File: config.mk
export PLATFORM = sky130hd
export DESIGN_NAME = four_channel_dma_sequencer
export DESIGN_NICKNAME = d
export VERILOG_FILES = /design/src/sv/fcds_pkg.sv /design/src/sv/fcds_datapath.sv /design/src/sv/fcds_ctrl.sv /design/src/sv/four_channel_dma_sequencer.sv
export SDC_FILE = /design/constraint.sdc
export NUM_CORES = 2
export LEC_CHECK = 0
export ABC_AREA = 0
export BUFFER_PORTS_ARGS = -buffer_cell sky130_fd_sc_hd__clkbuf_2
export CAP_MARGIN = 20
export CORE_ASPECT_RATIO = 2
export CORE_MARGIN = 2
export CORE_UTILIZATION = 32
export DETAILED_ROUTE_END_ITERATION = 10
export HOLD_SLACK_MARGIN = 0.15
export RECOVER_POWER = 50
export SYNTH_ARGS = -nofsm -noshare
export SYNTH_HDL_FRONTEND = slang
export SYNTH_HIERARCHICAL = 1
export SYNTH_SLANG_ARGS = --single-unit
File: constraint.sdc
create_clock -name clk_i -period 5.6 [get_ports clk_i]
set_input_delay 0 -clock clk_i [delete_from_list [all_inputs] [get_ports clk_i]]
set_output_delay 0 -clock clk_i [all_outputs]
set_load 0.01 [all_outputs]
File: src/sv/fcds_pkg.sv
// ----------------------------------------------------------------------------
// fcds_pkg: shared types and constants for the four-channel DMA sequencer
// Input/output transaction structs, action codes and controller commands.
// ----------------------------------------------------------------------------
`default_nettype none
package fcds_pkg;

  localparam logic [2:0] ACT_WRITE  = 3'd0;
  localparam logic [2:0] ACT_READ   = 3'd1;
  localparam logic [2:0] ACT_VBLANK = 3'd2;
  localparam logic [2:0] ACT_HBLANK = 3'd3;
  localparam logic [2:0] ACT_FIFO_A = 3'd4;
  localparam logic [2:0] ACT_FIFO_B = 3'd5;
  localparam logic [2:0] ACT_TICK   = 3'd6;

  typedef struct packed {
    logic [2:0]  action;
    logic [5:0]  reg_offset;
    logic [15:0] write_data;
    logic [1:0]  byte_lanes;
  } in_item_t;

  typedef struct packed {
    logic        kind;
    logic [15:0] read_data;
    logic [1:0]  unit_channel;
    logic [31:0] source_address;
    logic [31:0] target_address;
    logic        word_sized;
    logic        from_latch;
    logic        last_unit;
    logic        irq_raise;
  } out_item_t;

  // command from controller to datapath
  typedef struct packed {
    logic exec;   // apply the held transaction this cycle
  } dp_cmd_t;

  // status from datapath to controller
  typedef struct packed {
    logic has_result;
  } dp_stat_t;

endpackage
`default_nettype wire

File: src/sv/fcds_datapath.sv
// ----------------------------------------------------------------------------
// fcds_datapath: channel register file and transfer sequencing
// Executes one held transaction when commanded and forms its result.
// ----------------------------------------------------------------------------
`default_nettype none
module fcds_datapath
  import fcds_pkg::*;
#(
  parameter int CHANNEL_COUNT = 4
) (
  input  wire logic      clk_i,
  input  wire logic      rst_ni,
  input  wire in_item_t  item_i,
  input  wire dp_cmd_t   cmd_i,
  output      dp_stat_t  stat_o,
  output      out_item_t result_o
);

  localparam int CW = $clog2(CHANNEL_COUNT);

  logic [31:0] src_set_q [CHANNEL_COUNT], src_set_d [CHANNEL_COUNT];
  logic [31:0] dst_set_q [CHANNEL_COUNT], dst_set_d [CHANNEL_COUNT];
  logic [15:0] len_set_q [CHANNEL_COUNT], len_set_d [CHANNEL_COUNT];
  logic [15:0] ctl_q     [CHANNEL_COUNT], ctl_d     [CHANNEL_COUNT];
  logic [31:0] lsrc_q    [CHANNEL_COUNT], lsrc_d    [CHANNEL_COUNT];
  logic [31:0] ldst_q    [CHANNEL_COUNT], ldst_d    [CHANNEL_COUNT];
  logic [16:0] llen_q    [CHANNEL_COUNT], llen_d    [CHANNEL_COUNT];
  logic [CHANNEL_COUNT-1:0] pend_q, pend_d;
  logic [1:0]  dly_q     [CHANNEL_COUNT], dly_d     [CHANNEL_COUNT];
  logic        busy_q, busy_d, bfifo_q, bfifo_d;
  logic [CW-1:0] owner_q, owner_d;
  logic [16:0] left_q, left_d;
  out_item_t   res_d;
  logic        has_d;

  function automatic logic [31:0] src_lim(int ch);
    return (ch == 0) ? 32'h07FF_FFFF : 32'h0FFF_FFFF;
  endfunction
  function automatic logic [31:0] dst_lim(int ch);
    return (ch <= 2) ? 32'h07FF_FFFF : 32'h0FFF_FFFF;
  endfunction
  function automatic logic [15:0] cnt_lim(int ch);
    return (ch == 3) ? 16'hFFFF : 16'h3FFF;
  endfunction
  function automatic logic [15:0] ctl_vis(int ch);
    return (ch == 3) ? 16'hFFE0 : 16'hF7E0;
  endfunction

  // register window decode: 12 bytes per channel
  logic [2:0] wch;
  logic [3:0] woff;
  always_comb begin
    wch = 3'd0;
    woff = 4'd0;
    if (item_i.reg_offset < 6'd12) begin
      wch = 3'd0; woff = item_i.reg_offset[3:0];
    end else if (item_i.reg_offset < 6'd24) begin
      wch = 3'd1; woff = 4'(item_i.reg_offset - 6'd12);
    end else if (item_i.reg_offset < 6'd36) begin
      wch = 3'd2; woff = 4'(item_i.reg_offset - 6'd24);
    end else if (item_i.reg_offset < 6'd48) begin
      wch = 3'd3; woff = 4'(item_i.reg_offset - 6'd36);
    end else begin
      wch = 3'd4;
    end
    woff[0] = 1'b0;
  end

  logic in_win;
  logic [CW-1:0] wc;
  logic [15:0] peek;
  assign in_win = (wch < 3'(CHANNEL_COUNT));
  assign wc = wch[CW-1:0];
  always_comb begin
    peek = '0;
    for (int c = 0; c < CHANNEL_COUNT; c++) begin
      if (in_win && wc == CW'(c)) begin
        case (woff)
          4'd0:    peek = src_set_q[c][15:0];
          4'd2:    peek = src_set_q[c][31:16];
          4'd4:    peek = dst_set_q[c][15:0];
          4'd6:    peek = dst_set_q[c][31:16];
          4'd10:   peek = ctl_q[c] & ctl_vis(c);
          default: peek = '0;
        endcase
      end
    end
  end

  logic [15:0] wv;
  always_comb begin
    case (item_i.byte_lanes)
      2'd1:    wv = {peek[15:8], item_i.write_data[7:0]};
      2'd2:    wv = {item_i.write_data[15:8], peek[7:0]};
      default: wv = item_i.write_data;
    endcase
  end

  // tick-side selection on decremented delays
  logic [1:0] ndly [CHANNEL_COUNT];
  logic found;
  logic [CW-1:0] sel;
  always_comb begin
    found = 1'b0;
    sel = '0;
    for (int c = CHANNEL_COUNT - 1; c >= 0; c--) begin
      ndly[c] = (dly_q[c] != 2'd0) ? dly_q[c] - 2'd1 : 2'd0;
      if (pend_q[c] && ctl_q[c][15] && ndly[c] == 2'd0) begin
        found = 1'b1;
        sel = CW'(c);
      end
    end
  end

  always_comb begin
    logic [15:0] c16, fc;
    logic fifo, word, last;
    logic [31:0] bytes, al, s, d, ns, nd;
    logic [16:0] units, nleft;
    logic [CW-1:0] ow;
    logic is_fifo_ch;
    for (int c = 0; c < CHANNEL_COUNT; c++) begin
      src_set_d[c] = src_set_q[c]; dst_set_d[c] = dst_set_q[c];
      len_set_d[c] = len_set_q[c]; ctl_d[c] = ctl_q[c];
      lsrc_d[c] = lsrc_q[c]; ldst_d[c] = ldst_q[c]; llen_d[c] = llen_q[c];
      dly_d[c] = dly_q[c];
    end
    pend_d = pend_q;
    busy_d = busy_q; bfifo_d = bfifo_q; owner_d = owner_q; left_d = left_q;
    res_d = '0;
    has_d = 1'b0;
    c16 = '0; fc = '0; fifo = 1'b0; word = 1'b0; last = 1'b0;
    bytes = '0; al = '0; s = '0; d = '0; ns = '0; nd = '0;
    units = '0; nleft = '0; ow = '0; is_fifo_ch = 1'b0;

    case (item_i.action)
      ACT_WRITE: begin
        for (int c = 0; c < CHANNEL_COUNT; c++) begin
          if (in_win && wc == CW'(c) && item_i.byte_lanes != 2'd0) begin
            case (woff)
              4'd0: src_set_d[c][15:0] = wv;
              4'd2: src_set_d[c][31:16] = wv;
              4'd4: dst_set_d[c][15:0] = wv;
              4'd6: dst_set_d[c][31:16] = wv;
              4'd8: len_set_d[c] = wv & cnt_lim(c);
              4'd10: begin
                if (busy_q && owner_q == CW'(c)) begin
                  busy_d = 1'b0; left_d = '0; bfifo_d = 1'b0;
                end
                ctl_d[c] = wv;
                if (wv[15]) begin
                  fc = len_set_q[c] & cnt_lim(c);
                  lsrc_d[c] = src_set_q[c] & src_lim(c);
                  ldst_d[c] = dst_set_q[c] & dst_lim(c);
                  llen_d[c] = (fc != 16'd0) ? {1'b0, fc} : {1'b0, cnt_lim(c)} + 17'd1;
                  if (wv[13:12] == 2'd0) begin
                    pend_d[c] = 1'b1; dly_d[c] = 2'd3;
                  end
                end else begin
                  pend_d[c] = 1'b0; dly_d[c] = 2'd0;
                end
              end
              default: ;
            endcase
          end
        end
      end
      ACT_READ: begin
        has_d = 1'b1;
        res_d.read_data = peek;
      end
      ACT_VBLANK, ACT_HBLANK, ACT_FIFO_A, ACT_FIFO_B: begin
        for (int c = 0; c < CHANNEL_COUNT; c++) begin
          logic hit;
          hit = 1'b0;
          case (item_i.action)
            ACT_VBLANK: hit = ctl_q[c][13:12] == 2'd1;
            ACT_HBLANK: hit = ctl_q[c][13:12] == 2'd2;
            ACT_FIFO_A: hit = (c == 1) && ctl_q[c][13:12] == 2'd3;
            default:    hit = (c == 2) && ctl_q[c][13:12] == 2'd3;
          endcase
          if (hit && ctl_q[c][15]) begin
            if (llen_q[c] == 17'd0) begin
              fc = len_set_q[c] & cnt_lim(c);
              lsrc_d[c] = src_set_q[c] & src_lim(c);
              ldst_d[c] = dst_set_q[c] & dst_lim(c);
              llen_d[c] = (fc != 16'd0) ? {1'b0, fc} : {1'b0, cnt_lim(c)} + 17'd1;
            end
            pend_d[c] = 1'b1; dly_d[c] = 2'd2;
          end
        end
      end
      ACT_TICK: begin
        for (int c = 0; c < CHANNEL_COUNT; c++) dly_d[c] = ndly[c];
        if (busy_q || found) begin
          ow = busy_q ? owner_q : sel;
          for (int c = 0; c < CHANNEL_COUNT; c++) begin
            if (ow == CW'(c)) begin
              c16 = ctl_q[c];
              is_fifo_ch = (c == 1 || c == 2) && c16[13:12] == 2'd3;
              fifo = busy_q ? bfifo_q : is_fifo_ch;
              word = fifo || c16[10];
              al = word ? ~32'd3 : ~32'd1;
              bytes = word ? 32'd4 : 32'd2;
              s = busy_q ? lsrc_q[c] : (lsrc_q[c] & al);
              d = busy_q ? ldst_q[c] : (ldst_q[c] & al);
              if (busy_q) units = left_q;
              else begin
                units = fifo ? 17'd4 : llen_q[c];
                if (units == 17'd0) units = 17'd1;
                pend_d[c] = 1'b0;
              end
              ns = s; nd = d;
              if (c16[8:7] == 2'd0) ns = s + bytes;
              else if (c16[8:7] == 2'd1) ns = s - bytes;
              if (!fifo) begin
                if (c16[6:5] == 2'd0 || c16[6:5] == 2'd3) nd = d + bytes;
                else if (c16[6:5] == 2'd1) nd = d - bytes;
              end
              lsrc_d[c] = ns; ldst_d[c] = nd;
              nleft = units - 17'd1;
              last = nleft == 17'd0;
              left_d = nleft;
              busy_d = !last; owner_d = ow; bfifo_d = last ? 1'b0 : fifo;
              if (last) begin
                if (fifo) llen_d[c] = 17'd4;
                if (c16[9] && c16[13:12] != 2'd0) begin
                  fc = len_set_q[c] & cnt_lim(c);
                  llen_d[c] = fifo ? 17'd4 :
                    ((fc != 16'd0) ? {1'b0, fc} : {1'b0, cnt_lim(c)} + 17'd1);
                  if (c16[6:5] == 2'd3 && !fifo)
                    ldst_d[c] = dst_set_q[c] & dst_lim(c) & al;
                end else begin
                  ctl_d[c] = c16 & 16'h7FFF;
                  llen_d[c] = '0; pend_d[c] = 1'b0; dly_d[c] = 2'd0;
                end
              end
              has_d = 1'b1;
              res_d.kind = 1'b1;
              res_d.unit_channel = 2'(c);
              res_d.source_address = s;
              res_d.target_address = d;
              res_d.word_sized = word;
              res_d.from_latch = s < 32'h0200_0000;
              res_d.last_unit = last;
              res_d.irq_raise = last && c16[14];
            end
          end
        end
      end
      default: ;
    endcase
  end

  always_ff @(posedge clk_i or negedge rst_ni) begin
    if (!rst_ni) begin
      for (int c = 0; c < CHANNEL_COUNT; c++) begin
        src_set_q[c] <= '0; dst_set_q[c] <= '0; len_set_q[c] <= '0; ctl_q[c] <= '0;
        lsrc_q[c] <= '0; ldst_q[c] <= '0; llen_q[c] <= '0; dly_q[c] <= '0;
      end
      pend_q <= '0; busy_q <= 1'b0; bfifo_q <= 1'b0; owner_q <= '0; left_q <= '0;
    end else if (cmd_i.exec) begin
      for (int c = 0; c < CHANNEL_COUNT; c++) begin
        src_set_q[c] <= src_set_d[c]; dst_set_q[c] <= dst_set_d[c];
        len_set_q[c] <= len_set_d[c]; ctl_q[c] <= ctl_d[c];
        lsrc_q[c] <= lsrc_d[c]; ldst_q[c] <= ldst_d[c]; llen_q[c] <= llen_d[c];
        dly_q[c] <= dly_d[c];
      end
      pend_q <= pend_d; busy_q <= busy_d; bfifo_q <= bfifo_d;
      owner_q <= owner_d; left_q <= left_d;
    end
  end

  // result register, loaded alongside the state update
  always_ff @(posedge clk_i) begin
    if (cmd_i.exec) result_o <= res_d;
  end

  assign stat_o.has_result = has_d;

`ifndef SYNTHESIS
  a_busy_left: assert property (@(posedge clk_i) disable iff (!rst_ni)
    busy_q |-> left_q != 17'd0) else $error("busy burst with zero units left");
  a_owner_on: assert property (@(posedge clk_i) disable iff (!rst_ni)
    (cmd_i.exec && item_i.action == ACT_TICK && !busy_q && found) |=> busy_q || !busy_q)
    else $error("tick start failed");
  a_fifo_busy: assert property (@(posedge clk_i) disable iff (!rst_ni)
    bfifo_q |-> busy_q) else $error("fifo burst flag without burst");
`endif

endmodule
`default_nettype wire

File: src/sv/fcds_ctrl.sv
// ----------------------------------------------------------------------------
// fcds_ctrl: handshake controller
// Tracks the one-entry output slot and decides when the datapath may execute.
// ----------------------------------------------------------------------------
`default_nettype none
module fcds_ctrl
  import fcds_pkg::*;
(
  input  wire logic     clk_i,
  input  wire logic     rst_ni,
  input  wire logic     in_valid_i,
  output      logic     in_ready_o,
  output      logic     out_valid_o,
  input  wire logic     out_ready_i,
  input  wire dp_stat_t stat_i,
  output      dp_cmd_t  cmd_o
);

  typedef enum logic [1:0] {
    ST_EMPTY = 2'b01,
    ST_FULL  = 2'b10
  } state_e;

  state_e state_q, state_d;
  logic drain;

  assign drain = (state_q == ST_FULL) && out_ready_i;
  // accept while the output slot is free or being taken this cycle
  assign in_ready_o = (state_q == ST_EMPTY) || drain;
  assign cmd_o.exec = in_valid_i && in_ready_o;
  assign out_valid_o = (state_q == ST_FULL);

  always_comb begin
    state_d = state_q;
    unique case (state_q)
      ST_EMPTY: if (cmd_o.exec && stat_i.has_result) state_d = ST_FULL;
      ST_FULL: begin
        if (out_ready_i) state_d = (cmd_o.exec && stat_i.has_result) ? ST_FULL : ST_EMPTY;
      end
      default: state_d = ST_EMPTY;
    endcase
  end

  always_ff @(posedge clk_i or negedge rst_ni) begin
    if (!rst_ni) state_q <= ST_EMPTY;
    else         state_q <= state_d;
  end

`ifndef SYNTHESIS
  a_no_overwrite: assert property (@(posedge clk_i) disable iff (!rst_ni)
    (out_valid_o && !out_ready_i) |-> !cmd_o.exec) else $error("result overwritten");
  a_fill: assert property (@(posedge clk_i) disable iff (!rst_ni)
    (cmd_o.exec && stat_i.has_result) |=> out_valid_o) else $error("result lost");
  a_onehot: assert property (@(posedge clk_i) disable iff (!rst_ni)
    $onehot(state_q)) else $error("state not one-hot");
`endif

endmodule
`default_nettype wire

File: src/sv/four_channel_dma_sequencer.sv
// A registered result appears on the output in the cycle after its transaction is accepted.
// One transaction per cycle unless the slot stalls; a tick issues at most one transfer unit.
// Input is taken in the same cycle the held result drains, set by the one-entry output slot.
// Reset (rst_ni low, asynchronous) clears all channel registers, bursts and the slot.
// ----------------------------------------------------------------------------
// four_channel_dma_sequencer: four-channel DMA address sequencer
// Register access, trigger and tick handling with at most one result per transaction.
// ----------------------------------------------------------------------------
`default_nettype none
module four_channel_dma_sequencer
  import fcds_pkg::*;
#(
  parameter int CHANNEL_COUNT = 4
) (
  input  wire logic      clk_i,
  input  wire logic      rst_ni,
  input  wire logic      in_valid_i,
  output      logic      in_ready_o,
  input  wire in_item_t  in_data_i,
  output      logic      out_valid_o,
  input  wire logic      out_ready_i,
  output      out_item_t out_data_o
);

  dp_cmd_t  cmd;
  dp_stat_t stat;

  fcds_ctrl u_ctrl (
    .clk_i, .rst_ni, .in_valid_i, .in_ready_o, .out_valid_o, .out_ready_i,
    .stat_i(stat), .cmd_o(cmd)
  );

  fcds_datapath #(.CHANNEL_COUNT(CHANNEL_COUNT)) u_dp (
    .clk_i, .rst_ni, .item_i(in_data_i), .cmd_i(cmd), .stat_o(stat),
    .result_o(out_data_o)
  );

endmodule
`default_nettype wire

=== Yosys cells after proc, flatten, opt, wreduce, memory -nomap -nowiden ===
Index checks and enable logic that the tools add are counted.

* Flip-flop bits (word level): 824
* Logic and storage cells: 695
* Bits of input ports: 31
* Output and inout port bits: 89

* Reduce and logical (&&, ||, !) cells: 151
* Mux-type cells: 356
* Eq/ne operators: 77
* Bitwise operators: 13
* Add/subtract/negate cells: 27
* Order comparisons: 9

{| class="wikitable"
|+ Operator list
! operator !! number
|-
| 32-bit two-way mux || 88
|-
| 17-bit two-way mux || 78
|-
| 128-bit one-hot mux with 3 select lines || 2
|-
| 16-bit two-way mux || 21
|-
| 16-bit one-hot mux with 5 select lines || 4
|-
| 32-bit adder || 8
|-
| 32-bit bitwise AND || 8
|-
| 128-bit two-way mux || 2
|-
| 32-bit subtractor || 8
|-
| 17-bit logical NOT || 12
|-
| 68-bit one-hot mux with 3 select lines || 1
|-
| 70-bit two-way mux || 2
|-
| 68-bit two-way mux || 2
|-
| 32-bit by 26-bit < comparator with 1-bit output, second input constant || 4
|-
| 64-bit one-hot mux with 2 select lines || 1
|-
| 27-bit by 32-bit bitwise AND with 32-bit output || 3
|-
| 4-bit AND reduction || 22
|-
| 2-bit two-way mux || 43
|-
| 1-bit two-way mux || 81
|-
| 69-bit two-way mux || 1
|-
| 17-bit by 1-bit subtractor with 17-bit output, second input constant || 4
|-
| 64-bit two-way mux || 1
|-
| 8-bit AND reduction || 8
|-
| 16-bit nonzero test || 4
|-
| other kinds (44) || 225
|}

=== Depth between registers and ports, before layout ===
* Depth in word-level cells: 22
* Gate-level depth with buffers: 24
* Mapped depth without buffers: 17

=== Hierarchy ===
Netlist, hierarchy kept.

{| class="wikitable"
|+ Modules (own cells, without submodules)
! module !! seq. area each (um2) !! cells an instance !! area an instance (um2) !! times used
|-
| fcds_datapath || 20279.4 || 5964 || 49723.9 || 1
|-
| fcds_ctrl || 51.3 || 16 || 157.7 || 1
|}

=== Least setup slack after synthesis ===
Ideal clock, no wire load.

* Path kind: register -> register
* Start: reg u_dp.busy_q
* End: reg u_dp/ldst_q[9] in the netlist's numbering
* Path buffers: 12
* Setup time: 0.138 ns
* Arrival time: 4.948 ns
* Data required time: 5.462 ns
* Stages on the path, launching flop included: 24
* Clock period less this slack: 5.086 ns
* Path slack: 0.514 ns
* Path through: dfrtp_1 -> buf_4 -> buf_6 -> buf_6 -> buf_2 -> clkbuf_1 -> buf_2 -> buf_1 -> clkbuf_1 -> buf_1 -> mux2i_1 -> ha_1 -> o21ai_1 -> or4_1 -> a222oi_1 -> and3_1 -> and4b_1 -> buf_6 -> a21o_1 -> buf_6 -> buf_4 -> nor3_1 -> a21oi_1 -> o22ai_1

* Word-level cells in the longest chain between the ends: 15
* Elaborated cells between the ends (all ways): 34
* Classes of those cells: add/sub (3); eq/ne (3); mux (20); bitwise (1); reduce/logical (7)

{| class="wikitable"
|+ Ends and longest elaborated chain
! element !! line !! RTL
|-
| start: declaration || fcds_datapath.sv:30 || <nowiki>logic busy_q, busy_d, bfifo_q, bfifo_d;</nowiki>
|-
| start signal: assignment || fcds_datapath.sv:269 || <nowiki>pend_q <= pend_d; busy_q <= busy_d; bfifo_q <= bfifo_d;</nowiki>
|-
| parallel branches: the longest is 15 deep, another holds 17-bit by 1-bit subtractor with 17-bit output || n/a ||
|-
| end signal: indexed assignment || fcds_datapath.sv:266 || <nowiki>lsrc_q[c] <= lsrc_d[c]; ldst_q[c] <= ldst_d[c]; llen_q[c] <= llen_d[c];</nowiki>
|-
| end: declaration || fcds_datapath.sv:26 || <nowiki>logic [31:0] ldst_q [CHANNEL_COUNT], ldst_d [CHANNEL_COUNT];</nowiki>
|}

Parallel ways; which one is timed is not known. The select of a mux whose other input is x is not followed.
A chain may end at the register's enable or synchronous reset.

=== Worst setup path after layout ===
* Start: reg u_dp/llen_q[4] in the netlist's numbering
* End: reg u_dp/ldst_q[30] in the netlist's numbering

* Word-level cells in the longest chain between the ends: 13
* Elaborated cells between the ends (all ways): 16
* Classes of those cells: add/sub (1); eq/ne (1); mux (10); reduce/logical (4)

{| class="wikitable"
|+ Ends and longest elaborated chain
! element !! line !! RTL
|-
| start: declaration || fcds_datapath.sv:27 || <nowiki>logic [16:0] llen_q [CHANNEL_COUNT], llen_d [CHANNEL_COUNT];</nowiki>
|-
| start signal: indexed assignment || fcds_datapath.sv:266 ||
|-
| 17-bit two-way mux || fcds_datapath.sv:209 || <nowiki>units = fifo ? 17'd4 : llen_q[c];</nowiki>
|-
| 17-bit logical NOT || fcds_datapath.sv:210 || <nowiki>if (units == 17'd0) units = 17'd1;</nowiki>
|-
| 17-bit two-way mux || fcds_datapath.sv:210 ||
|-
| 17-bit two-way mux || fcds_datapath.sv:207 || <nowiki>if (busy_q) units = left_q;</nowiki>
|-
| 17-bit two-way mux || fcds_datapath.sv:198 || <nowiki>if (ow == CW'(c)) begin</nowiki>
|-
| 17-bit two-way mux || fcds_datapath.sv:195 || <nowiki>if (busy_q || found) begin</nowiki>
|-
| 17-bit two-way mux || fcds_datapath.sv:136 || <nowiki>case (item_i.action)</nowiki>
|-
| 17-bit by 1-bit subtractor with 17-bit output || fcds_datapath.sv:221 || <nowiki>nleft = units - 17'd1;</nowiki>
|-
| 17-bit logical NOT || fcds_datapath.sv:222 || <nowiki>last = nleft == 17'd0;</nowiki>
|-
| 32-bit two-way mux || fcds_datapath.sv:225 || <nowiki>if (last) begin</nowiki>
|-
| 32-bit two-way mux || fcds_datapath.sv:198 ||
|-
| 128-bit two-way mux || fcds_datapath.sv:195 ||
|-
| 128-bit one-hot mux with 3 select lines || fcds_datapath.sv:136 ||
|}

Several ways; a longest one is shown, not always the timed one. The select of a mux whose other input is x is not followed.

==> flow_summary_export.csv <==
group,metric,value,unit
run_status,status,"finished, violations left",
run_status,violations,"capacitance limit, slew limit",
synth,async_reset_ff_share,89.06,%
synth,ys_types,98,
hold_path,hold_start,"in_data_i[16]",
routing,drc,0,
routing,wl,209.9,mm
cts,ctsHoldBuffers,28,
sta,period_needed,4.855,ns
floorplanning,core,0.1554,mm²
routing,first_pass_iters,6,
job,cap_violations,6,
sta,hold_viol,0,
power,pwr_density_cell,392.2,mW/mm²
floorplanning,row_count,205,
floorplanning,dieWidth,283.2,µm
synth,ys_warn_count,6,
power,combPwrFrac,32.0,%
synth,ys_ff_latch,795,
worst_setup_path,cp_max_fo,44,
synth,yosysTopAreaCell,"dfrtp_1",
grt,grt_pass1_wl,305.3,mm
sta,maxSlewViolCount,584,
power,seqPwrFrac,40.6,%
worst_setup_path,critPathArrivalTime,5.43,ns
power,clkPwrFrac,27.5,%
cts,clk_latency,0.72,ns
synth,synthFlopType,"dfrtp_1",
layout,area_delta_synth_final,12.01,%
cts,cts_root_buf,"clkbuf_16",
sta,post-route-period-util,86.70,%
routing,drt-initial-drc-count,6297,
sta,setup_viol,0,
grt,track_usage,25.55,%
synth,synthTopCellsByArea,"dfrtp_1 35%, o21ai_0 7.7%, nand2_1 7.3%",
cts,cts_buffers,83,
sta,setup_tns,0,ns
cts,postCtsSetupBuffers,0,
cts,cts_sinks,795,
sta,fin_skew,0.04356,ns
grt,grt_max_degree,164,
power,power_leakage,21.89,nW
placed_design,gp_congestion,1.036,
synth,synth_top_area_share,35.47,%
routing,wl_per_cell,26.05,µm
synth,synth_edf_count,87,
power,fin_total_pwr,21.91,mW
floorplanning,die_y,562.4,µm
sta,tightestPinTransition,2.643,ns
worst_setup_path,crit_path_start_kind,"flop",
routing,antenna_left,0,
worst_setup_path,r2r_cells,16,
layout,num-nets-final,6016,
power,p_int,13.01,mW
worst_setup_path,required,6.18,ns
worst_setup_path,reg2reg_setup_slack,0.75,ns
cts,cts_buffer_depth,3,
grt,antenna_found_initial,10,
synth,syn_area,0.04988,mm²
worst_setup_path,r2r_end,"u_dp/ldst_q[30]$_DFFE_PN0P_",
floorplanning,initial_core_util,32.09,%
cts,cts.htree.levels,3,
hold_path,worst_hold_path.endpoint,"u_dp/len_set_q[14]$_DFFE_PN0P_",
power,switching_share,40.64,%
sta,max_freq,206.0,MHz
routing,vias,48130,
worst_setup_path,path_class,"flop to flop",
cts,cts_tree,"yes",
cts,ctsResizeCount,0,
cts,clkTransAtPathRegs,0.06,ns
sta,slew_headroom,-76.18,%
synth,synth_seq_area_share,40.76,%
floorplanning,dieArea,0.1592,mm²
hold_path,min_path_type,"input port to flop",
synth,synth_cells,5980,
power,power.switching,8.906,mW
hold_path,whs_path_depth,4,
floorplanning,pin_count,120,
routing,viasPerCell,5.973,
grt,grt_pass1_vias,44300,
placed_design,dp_hpwl,152.7,mm
worst_setup_path,endpoint_kind,"flop",
worst_setup_path,reg2reg_from,"u_dp/llen_q[4]$_DFFE_PN0P_",
layout,drive_gt1_share,8.653,%
synth,avgSynthCellArea,8.341,µm²
placed_design,port_buffers,118,
synth,syn-num-nets,6086,
sta,rsz0062_at_grt,"no",
power,ir_drop,260.2,µV
grt,grt_remaining_overflow,0,
layout make-up:
| type | count | area, µm² |
|---|---|---|
| Sequential cell | 795 | 20330 |
| Fill cell | 16100 | 99560 |
| Tap cell | 2070 | 2590 |
| Antenna cell | 13 | 32.53 |
| Timing Repair Buffer | 314 | 2181 |
| Clock buffer | 105 | 2273 |
| Multi-Input combinational cell | 4563 | 27330 |
| Clock inverter | 45 | 563.0 |
| Inverter | 153 | 574.3 |
logic make-up after synthesis:
kind of cell               synth area share (%)
buffers and inverters                     5.012
AOI/OAI and AO/OA                         22.92
muxes                                     6.088
xor gates and xnor gates                  1.036
and+or+nand+nor                           22.07
adders and majority gates                 2.122
DFF                                       40.76
worst max-delay path by stage:
stage	depth (start not counted)	start	end
floorplan	23	u_dp/busy_q$_DFFE_PN0P_	u_dp/ldst_q[9]$_DFFE_PN0P_
global placement	12	u_dp/busy_q$_DFFE_PN0P_	u_dp/ldst_q[123]$_DFFE_PN0P_
detailed placement	15	in_data_i[21]	u_dp/lsrc_q[3]$_DFFE_PN0P_
CTS	12	u_dp/busy_q$_DFFE_PN0P_	u_dp/ldst_q[123]$_DFFE_PN0P_
global route	17	u_dp/busy_q$_DFFE_PN0P_	u_dp/ldst_q[91]$_DFFE_PN0P_
finish	16	u_dp/llen_q[4]$_DFFE_PN0P_	u_dp/ldst_q[30]$_DFFE_PN0P_
power by group through the flow:
| stage | Combinational (mW) | Sequential (mW) | Clock, mW |
|---|---|---|---|
| 2_1_floorplan | 5.04 | 7.82 | 0 |
| 3_3_place_gp | 6.82 | 8.87 | 0 |
| 3_5_place_dp | 6.88 | 8.87 | 0 |
| 4_1_cts | 6.92 | 8.78 | 6.11 |
| 5_1_grt | 7.57 | 9.00 | 6.30 |
| 6_report | 7.00 | 8.89 | 6.02 |
cell usage in the layout, fill, tap and decap left out, drive strengths merged, types with 18 or more instances in the layout:
| cell type | synthesis | final |
|---|---|---|
| o32ai | 35 | 35 |
| nor2 | 428 | 428 |
| o21ai | 791 | 791 |
| nor4 | 81 | 81 |
| a22oi | 90 | 90 |
| nand2 | 971 | 971 |
| a21oi | 395 | 395 |
| xor2 | 25 | 25 |
| and3 | 60 | 60 |
| a31oi | 71 | 71 |
| inv | 153 | 155 |
| o22ai | 58 | 58 |
| mux2i | 138 | 138 |
| a32o | 18 | 18 |
| ha | 59 | 59 |
| clkinv | 0 | 20 |
| buf | 99 | 163 |
| mux4 | 65 | 65 |
| a2bb2oi | 35 | 35 |
| edfxtp | 87 | 87 |
| a221o | 32 | 32 |
| nor2b | 34 | 34 |
| a21boi | 35 | 35 |
| o31ai | 27 | 27 |
| nand3 | 193 | 193 |
| and2 | 97 | 97 |
| dfrtp | 707 | 707 |
| clkbuf | 370 | 229 |
| nand2b | 55 | 55 |
| or3 | 49 | 49 |
| nand4 | 75 | 75 |
| xnor2 | 34 | 34 |
| o211ai | 40 | 40 |
| nor3 | 158 | 158 |
| or2 | 32 | 32 |
| or4 | 36 | 36 |
| dlygate4sd3 | 0 | 27 |
stage by stage:
step	setup WS [ns]	hold slack, ns	util (%)	cell area, µm²	instances
detailed placement	0.8520	0.06114	34.00	52840	7864
global placement	0.9064	0.06256	33.98	52820	7863
global route	0.4858	0.2347	35.93	55840	8045
CTS	0.8793	0.1659	36.01	55980	8042
finish	0.7450	0.2007	35.95	55870	8058
floorplan	0.5142	-0.2956	-	49880	5980
cell usage after synthesis, types with 55 or more instances:
| cell type | number |
|---|---|
| a21oi_1 | 388 |
| a22oi_1 | 90 |
| a31oi_1 | 71 |
| and2_1 | 97 |
| and3_1 | 60 |
| clkbuf_1 | 370 |
| dfrtp_1 | 707 |
| edfxtp_1 | 87 |
| ha_1 | 59 |
| inv_1 | 153 |
| mux2i_1 | 138 |
| mux4_2 | 65 |
| nand2_1 | 971 |
| nand2b_1 | 55 |
| nand3_1 | 191 |
| nand4_1 | 75 |
| nor2_1 | 426 |
| nor3_1 | 156 |
| nor4_1 | 80 |
| o21ai_0 | 768 |
| o22ai_1 | 58 |
routing by layer:
layer / share of wire, % / vias to the layer above / GRT usage (%)
met5: 0.017 / - / 0
li1: - / 21630 / -
met2: 44 / 2615 / 39.14
met4: 6.9 / 6 / 14.42
met1: 39 / 23290 / 33.36
met3: 9.8 / 584 / 5.591
critical path: stages, from the launching register on:
cell and delay [ns]:
dfrtp_1 0.47, nor4_1 0.59, nand4_1 0.18, or2_2 0.36
a2bb2oi_1 0.27, inv_1 0.08, ha_1 0.23, o21ai_1 0.31
o41ai_1 0.15, a222oi_1 0.38, and3_1 0.21, and4b_1 0.56
a21o_1 0.20, buf_4 0.39, a21oi_1 0.08, o21ai_0 0.16
o31ai_1 0.09
sequential cells by signal, summed over array words and instances (netlist names), 8 cells and up:
name and cells:
u_dp/dst_set_q 128, u_dp/ldst_q 128, u_dp/lsrc_q 128, u_dp/src_set_q 128, u_dp/result_o 87, u_dp/llen_q 62, u_dp/len_set_q 58, u_dp/ctl_q 41
u_dp/left_q 17, u_dp/dly_q 8
(Power assumes the default switching activity.)
